### config.mk
export PLATFORM = sky130hd
export DESIGN_NAME = lcb_ctrl
export DESIGN_NICKNAME = d
export VERILOG_FILES = /design/src/rtl/lcb_pkg.sv /design/src/rtl/lcb_ctrl.sv
export VERILOG_INCLUDE_DIRS = /design/src /design/src/rtl
export SDC_FILE = /design/constraint.sdc
export NUM_CORES = 1
export LEC_CHECK = 0
export ABC_CLOCK_PERIOD_IN_PS = 1500
export BUFFER_PORTS_ARGS = -buffer_cell sky130_fd_sc_hd__buf_2
export CORE_MARGIN = 5
export CORE_UTILIZATION = 25
export DETAILED_ROUTE_END_ITERATION = 12
export SLEW_MARGIN = 20
export SYNTH_ARGS = -nofsm -noshare
export SYNTH_HDL_FRONTEND = slang
export SYNTH_SLANG_ARGS = --single-unit
### constraint.sdc
create_clock -name clk -period 1.5 [get_ports clk]
set_clock_uncertainty 0.2 [all_clocks]
set_input_delay 0.225 -clock clk [delete_from_list [all_inputs] [get_ports clk]]
set_output_delay 0.225 -clock clk [all_outputs]
set_load 0.005 [all_outputs]
### src/rtl/light_cluster_binning_macros.svh
// Assertion macros for the light cluster binning block.
`ifndef LIGHT_CLUSTER_BINNING_MACROS_SVH
`define LIGHT_CLUSTER_BINNING_MACROS_SVH
`ifndef NO_ASSERTIONS
`define LCB_ASSERT(label, cond) \
	label: assert property (@(posedge clk) disable iff (!arst_n) (cond)) else $error("lcb check failed");
`define LCB_ASSERT_IMP(label, pre, post) \
	label: assert property (@(posedge clk) disable iff (!arst_n) (pre) |-> (post)) else $error("lcb check failed");
`define LCB_ASSERT_NEXT(label, pre, post) \
	label: assert property (@(posedge clk) disable iff (!arst_n) (pre) |=> (post)) else $error("lcb check failed");
`else
`define LCB_ASSERT(label, cond)
`define LCB_ASSERT_IMP(label, pre, post)
`define LCB_ASSERT_NEXT(label, pre, post)
`endif
`endif

### src/rtl/lcb_pkg.sv
// Types and constants for the light cluster binning block.
package lcb_pkg;
	localparam logic [1:0] KIND_LOAD   = 2'd0;
	localparam logic [1:0] KIND_CLEAR  = 2'd1;
	localparam logic [1:0] KIND_ASSIGN = 2'd2;
	localparam logic [1:0] KIND_READ   = 2'd3;
	localparam int COORD_W = 24;
	localparam int INTENSITY_SCALE = 25600;

	typedef struct packed {
		logic [1:0]  kind;
		logic [10:0] cluster;
		logic [4:0]  slot;
		logic [9:0]  light_index;
		logic [23:0] intensity;
		logic signed [23:0] pos_x;
		logic signed [23:0] pos_y;
		logic signed [23:0] pos_z;
		logic signed [23:0] box_max_x;
		logic signed [23:0] box_max_y;
		logic signed [23:0] box_max_z;
	} lcb_in_t;

	typedef struct packed {
		logic [11:0] hit_count;
		logic [11:0] dropped_count;
		logic [5:0]  list_count;
		logic [7:0]  list_entry;
	} lcb_out_t;

	// controller to datapath
	typedef struct packed {
		logic capture;
		logic load;
		logic clr_step;
		logic clr_start;
		logic walk_start;
		logic walk_step;
		logic read_issue;
		logic finish;
	} lcb_cmd_t;

	// datapath to controller
	typedef struct packed {
		logic clr_last;
		logic walk_last;
		logic pipe_empty;
	} lcb_sts_t;
endpackage

### src/rtl/lcb_ctrl.sv
// Controller state machine for the light cluster binning block.
`include "light_cluster_binning_macros.svh"
module lcb_ctrl import lcb_pkg::*; (
	input  logic      clk,
	input  logic      arst_n,
	input  logic      in_valid,
	output logic      in_ready,
	input  logic [1:0] in_kind,
	input  logic      out_busy,
	output lcb_cmd_t  cmd,
	input  lcb_sts_t  sts
);
	localparam logic [2:0] ST_INIT  = 3'd0;
	localparam logic [2:0] ST_IDLE  = 3'd1;
	localparam logic [2:0] ST_WALK  = 3'd2;
	localparam logic [2:0] ST_DRAIN = 3'd3;
	localparam logic [2:0] ST_READ  = 3'd4;
	localparam logic [2:0] ST_DONE  = 3'd5;
	localparam logic [2:0] ST_CLEAR = 3'd6;

	logic [2:0] state_q, state_d;
	logic       acc;

	assign in_ready = (state_q == ST_IDLE);
	assign acc = in_valid && in_ready;

	always_comb begin
		state_d = state_q;
		cmd = '0;
		unique case (state_q)
			ST_INIT: begin
				cmd.clr_step = 1'b1;
				if (sts.clr_last) state_d = ST_IDLE;
			end
			ST_IDLE: begin
				if (acc) begin
					cmd.capture = 1'b1;
					unique case (in_kind)
						KIND_LOAD: begin
							cmd.load = 1'b1;
							state_d = ST_DONE;
						end
						KIND_CLEAR: begin
							cmd.clr_start = 1'b1;
							state_d = ST_CLEAR;
						end
						KIND_ASSIGN: begin
							cmd.walk_start = 1'b1;
							state_d = ST_WALK;
						end
						KIND_READ: begin
							cmd.read_issue = 1'b1;
							state_d = ST_READ;
						end
						default: state_d = ST_IDLE;
					endcase
				end
			end
			ST_WALK: begin
				cmd.walk_step = 1'b1;
				if (sts.walk_last) state_d = ST_DRAIN;
			end
			ST_DRAIN: begin
				if (sts.pipe_empty) state_d = ST_DONE;
			end
			ST_READ: state_d = ST_DONE;
			ST_CLEAR: begin
				cmd.clr_step = 1'b1;
				if (sts.clr_last) state_d = ST_DONE;
			end
			ST_DONE: begin
				if (!out_busy) begin
					cmd.finish = 1'b1;
					state_d = ST_IDLE;
				end
			end
			default: state_d = ST_INIT;
		endcase
	end

	always_ff @(posedge clk or negedge arst_n) begin
		if (!arst_n) state_q <= ST_INIT;
		else state_q <= state_d;
	end

	`LCB_ASSERT_IMP(a_ready_idle, in_ready, state_q == ST_IDLE)
	`LCB_ASSERT_NEXT(a_acc_leaves, acc, state_q != ST_IDLE)
	`LCB_ASSERT_NEXT(a_done_once, state_q == ST_DONE && !out_busy, state_q == ST_IDLE)
endmodule

# == Word-level counts from Yosys, hierarchy flattened ==
# Cells that the tools add are included.
# classes
eq_ne,15
mux,22
n_reduce_logical,5
# ops
op,count
one-hot mux 3 bit (7 select lines),1
2-to-1 mux 3 bit,6
one-hot mux 3 bit (4 select lines),1
2-to-1 mux 1 bit,10
"inequality test 2 bit, second input constant",5
"equality test 3 bit, second input constant",3
2-to-1 mux 2 bit,4
"equality test 3 x 2 -> 1 bit, second input constant",2
AND reduction 6 bit,1
"equality test 2 bit, second input constant",2
"equality test 3 x 1 -> 1 bit, second input constant",1
zero test 3 bit,1
"equality test 2 x 1 -> 1 bit, second input constant",1
zero test 2 bit,1
"inequality test 2 x 1 -> 1 bit, second input constant",1
OR reduction 2 bit,1
logical AND 1 bit,1
# totals
register_bits,3
input_bits,9
output_inout_bits,9
elab_cells,43

# == Depth between registers and ports, before layout ==
# logic_depth
depth_word,4
ltp_mapped,6
depth_no_buf,6

# == Worst setup path after synthesis ==
# No wires, ideal clock.
# synth_path
kind,reg2out
startpoint,reg state_q[1]
endpoint,out cmd[1] (netlist name)
arrival_ns,1.059
t_required_ns,1.075
path_slack_ns,0.016
stages_incl_launch_ff,5
path_buffers,1
cell_sequence,dfrtp_1 -> buf_4 -> nand2b_1 -> nor2_2 -> and3_1
# synth_rtl
element,line,rtl
from (decl),lcb_ctrl.sv:21,"logic [2:0] state_q, state_d;"
from (signal assigned),lcb_ctrl.sv:83,else state_q <= state_d;
to (decl),lcb_ctrl.sv:10,"output lcb_cmd_t cmd,"

==> flow_summary.ini <==
[outcome]
status = finished, violations left
violations = setup timing

[critical_path]
cp_max_fo = 8
r2r_start = state_q[1]
crit_type = register to output pin
startpoint = state_q[2]
crit_required_ns = 1.07
cp-end-kind = output pin
startpoint_type = register
crit_arrival_ns = 1.22

[clock_tree]
cts.sinks = 3
root_buffer = clkbuf_4
htree_num_levels = 1
clockBufferDepth = 2
cts_buffers = 3
clk_latency_ns = 0.23
clkSlewWorstSetupHoldPaths_ns = 0.04
cts_tree = yes

[yosys]
synth_ff_type = dfrtp_1
synth.avg_cell_area_sq_um = 9.21
yosysWarnings = 0
syn-num-nets = 59
synth_cells = 44
yosysTopAreaCell = dfrtp_1
synth_area_sq_um = 405
ys_seq_area_share_pct = 18.5
async_reset_ff_share_pct = 100
synth.area.top_cells = dfrtp_1, ha_1, and3_1
synth_top_area_share_pct = 18.5
synth.most_common_cell = ha_1
yosys.cell_types.count = 26
ys_seq_elements = 3
synth_commonest_cells = ha_1, and3_1, dfrtp_1, nor2_1
synth_edf_count = 0

[timing]
setup_ws_ns = -0.150
max_freq_mhz = 606
rsz0062_at_grt = true
hold_ws_ns = 0.119
worst_pin_slew_ns = 0.348
period_needed_ns = 1.65
layout_worst_path_cycle_share_pct = 110
setup-violations-final = 10
hold_violations = 0
relSlewSlack_pct = 76.5
slew_violations = 0

[floorplan]
core.rowCount = 14
initial_utilization_pct = 26.6
die_width_um = 50.3
dieArea_sq_um = 2530
core_area_sq_um = 1520
die_y_um = 50.3
top_level_ports = 18

[global_routing]
grtUsageTotal_pct = 8.82
antenna_found_initial = 0
grt_pass1_wl_um = 1780
grt_remaining_overflow = 0
grt_max_degree = 11
grt_pass1_vias = 441

[route]
first_iter_violations = 9
first_pass_iters = 3
dr_total_vias = 436
ant_nets = 0
wirelength_um = 1140
drc = 0
wire_per_inst_um = 12.2
viasPerCell = 4.69

[cells_and_area]
top_regs = state_q x3
area_growth_pct = 77.5
largest_reg_flops = 3
multiInputGateArea_sq_um = 349
num_antenna_cells = 0
drive_gt1_share_pct = 62.3
seq_area_sq_um = 77.6
final_cells = 93
regMostFlops = state_q
fin_nets = 93
final.fill_count = 157

[place]
dp.cells = 79
port_buffers = 17
gp_congestion = 0.745
hpwl_um = 803

[pwr]
vdd.ir_drop.worst_mv = 0.491
total_power_mw = 1.19
p_per_area_nw_per_um2 = 1660
power_leakage_nw = 0.364

[run]
drv_cap = 0

[min_path]
hp-class = input port to asynchronous set/reset pin
what timing repair did:
action                                  in CTS  in global routing
hold endpoints to repair                     3                  0
endpoints found under the setup margin      12                 12
buffers inserted                             4                  5
resized for setup                            7                  8
hold buffers                                 1                  0
pin swaps                                    6                  2
path summary, 6_finish.rpt:
| path | slack (ns) | cells past startpoint | to |
|---|---|---|---|
| min in group clk | 0.27 | 4 | state_q[1] |
| worst min-delay path | 0.12 | 2 | state_q[2] |
| worst max register to register | -0.13 | 5 | state_q[2] |
| max in group asynchronous | 0.86 | 2 | state_q[0] |
| worst min register to register | 0.55 | 3 | state_q[1] |
| worst max-delay path | -0.15 | 4 | cmd[6] |
worst max-delay path, cell delays in order, from the launching register on:
cell and delay [ns]:
dfrtp_1 0.41, buf_12 0.15, nor2_4 0.14, and3_4 0.20, buf_6 0.09
logic make-up (layout without fill, tap and decap cells):
group,after synthesis,in the layout,share of synthesized area [%]
AOI/OAI and AO/OA,7,7,15.1
xor gates and xnor gates,1,1,2.16
adders and majority gates,6,6,18.5
buffers and inverters,5,38,6.17
DFF,3,3,18.5
muxes,3,3,11.1
and+or+nand+nor,19,19,28.4
metal layers:
metal	routed length, um	track usage, %	vias up
met3	62	1.78	0
li1	-	-	223
met4	0	6.11	0
met1	407	8.53	202
met5	0	0	-
met2	666	16.3	11
cell usage in the layout (no fill, tap or decap), types with 2 or more instances in the layout:
| cell | Yosys | routed |
|---|---|---|
| and3_1 | 4 | 2 |
| and3_4 | 0 | 2 |
| buf_2 | 2 | 14 |
| buf_4 | 1 | 11 |
| buf_6 | 0 | 5 |
| clkbuf_4 | 0 | 3 |
| dfrtp_2 | 0 | 2 |
| ha_1 | 6 | 6 |
| inv_1 | 2 | 2 |
| mux2_2 | 2 | 2 |
| nand2_1 | 2 | 2 |
| nor2_1 | 3 | 3 |
| nor3b_2 | 0 | 2 |
cell type report:
| cell class | count | area share (%) |
|---|---|---|
| tap | 16 | 2.78 |
| multi-input combinational | 36 | 48.5 |
| inverter | 2 | 1.04 |
| timing repair buffer | 32 | 33.2 |
| clock buffer | 4 | 3.65 |
| sequential | 3 | 10.8 |
where the power goes:
group | switching [mW] | internal, mW
clock | 0.0387 | 0.0995
sequential | 0.0566 | 0.125
combinational | 0.347 | 0.526
total | 0.442 | 0.750
metrics by stage:
step,utilization [%],setup slack (ns),cell area [sq um],setup TNS [ns]
final,47.2,-0.150,719,-1.12
after global routing,47.2,-0.225,719,-1.87
after CTS,42.0,-0.126,641,-0.982
after detailed placement,35.6,-0.0472,543,-0.144
after global placement,35.6,-0.0360,543,-0.0470
after floorplan,-,0.0165,405,0
Power figures use the tool's default switching activity.
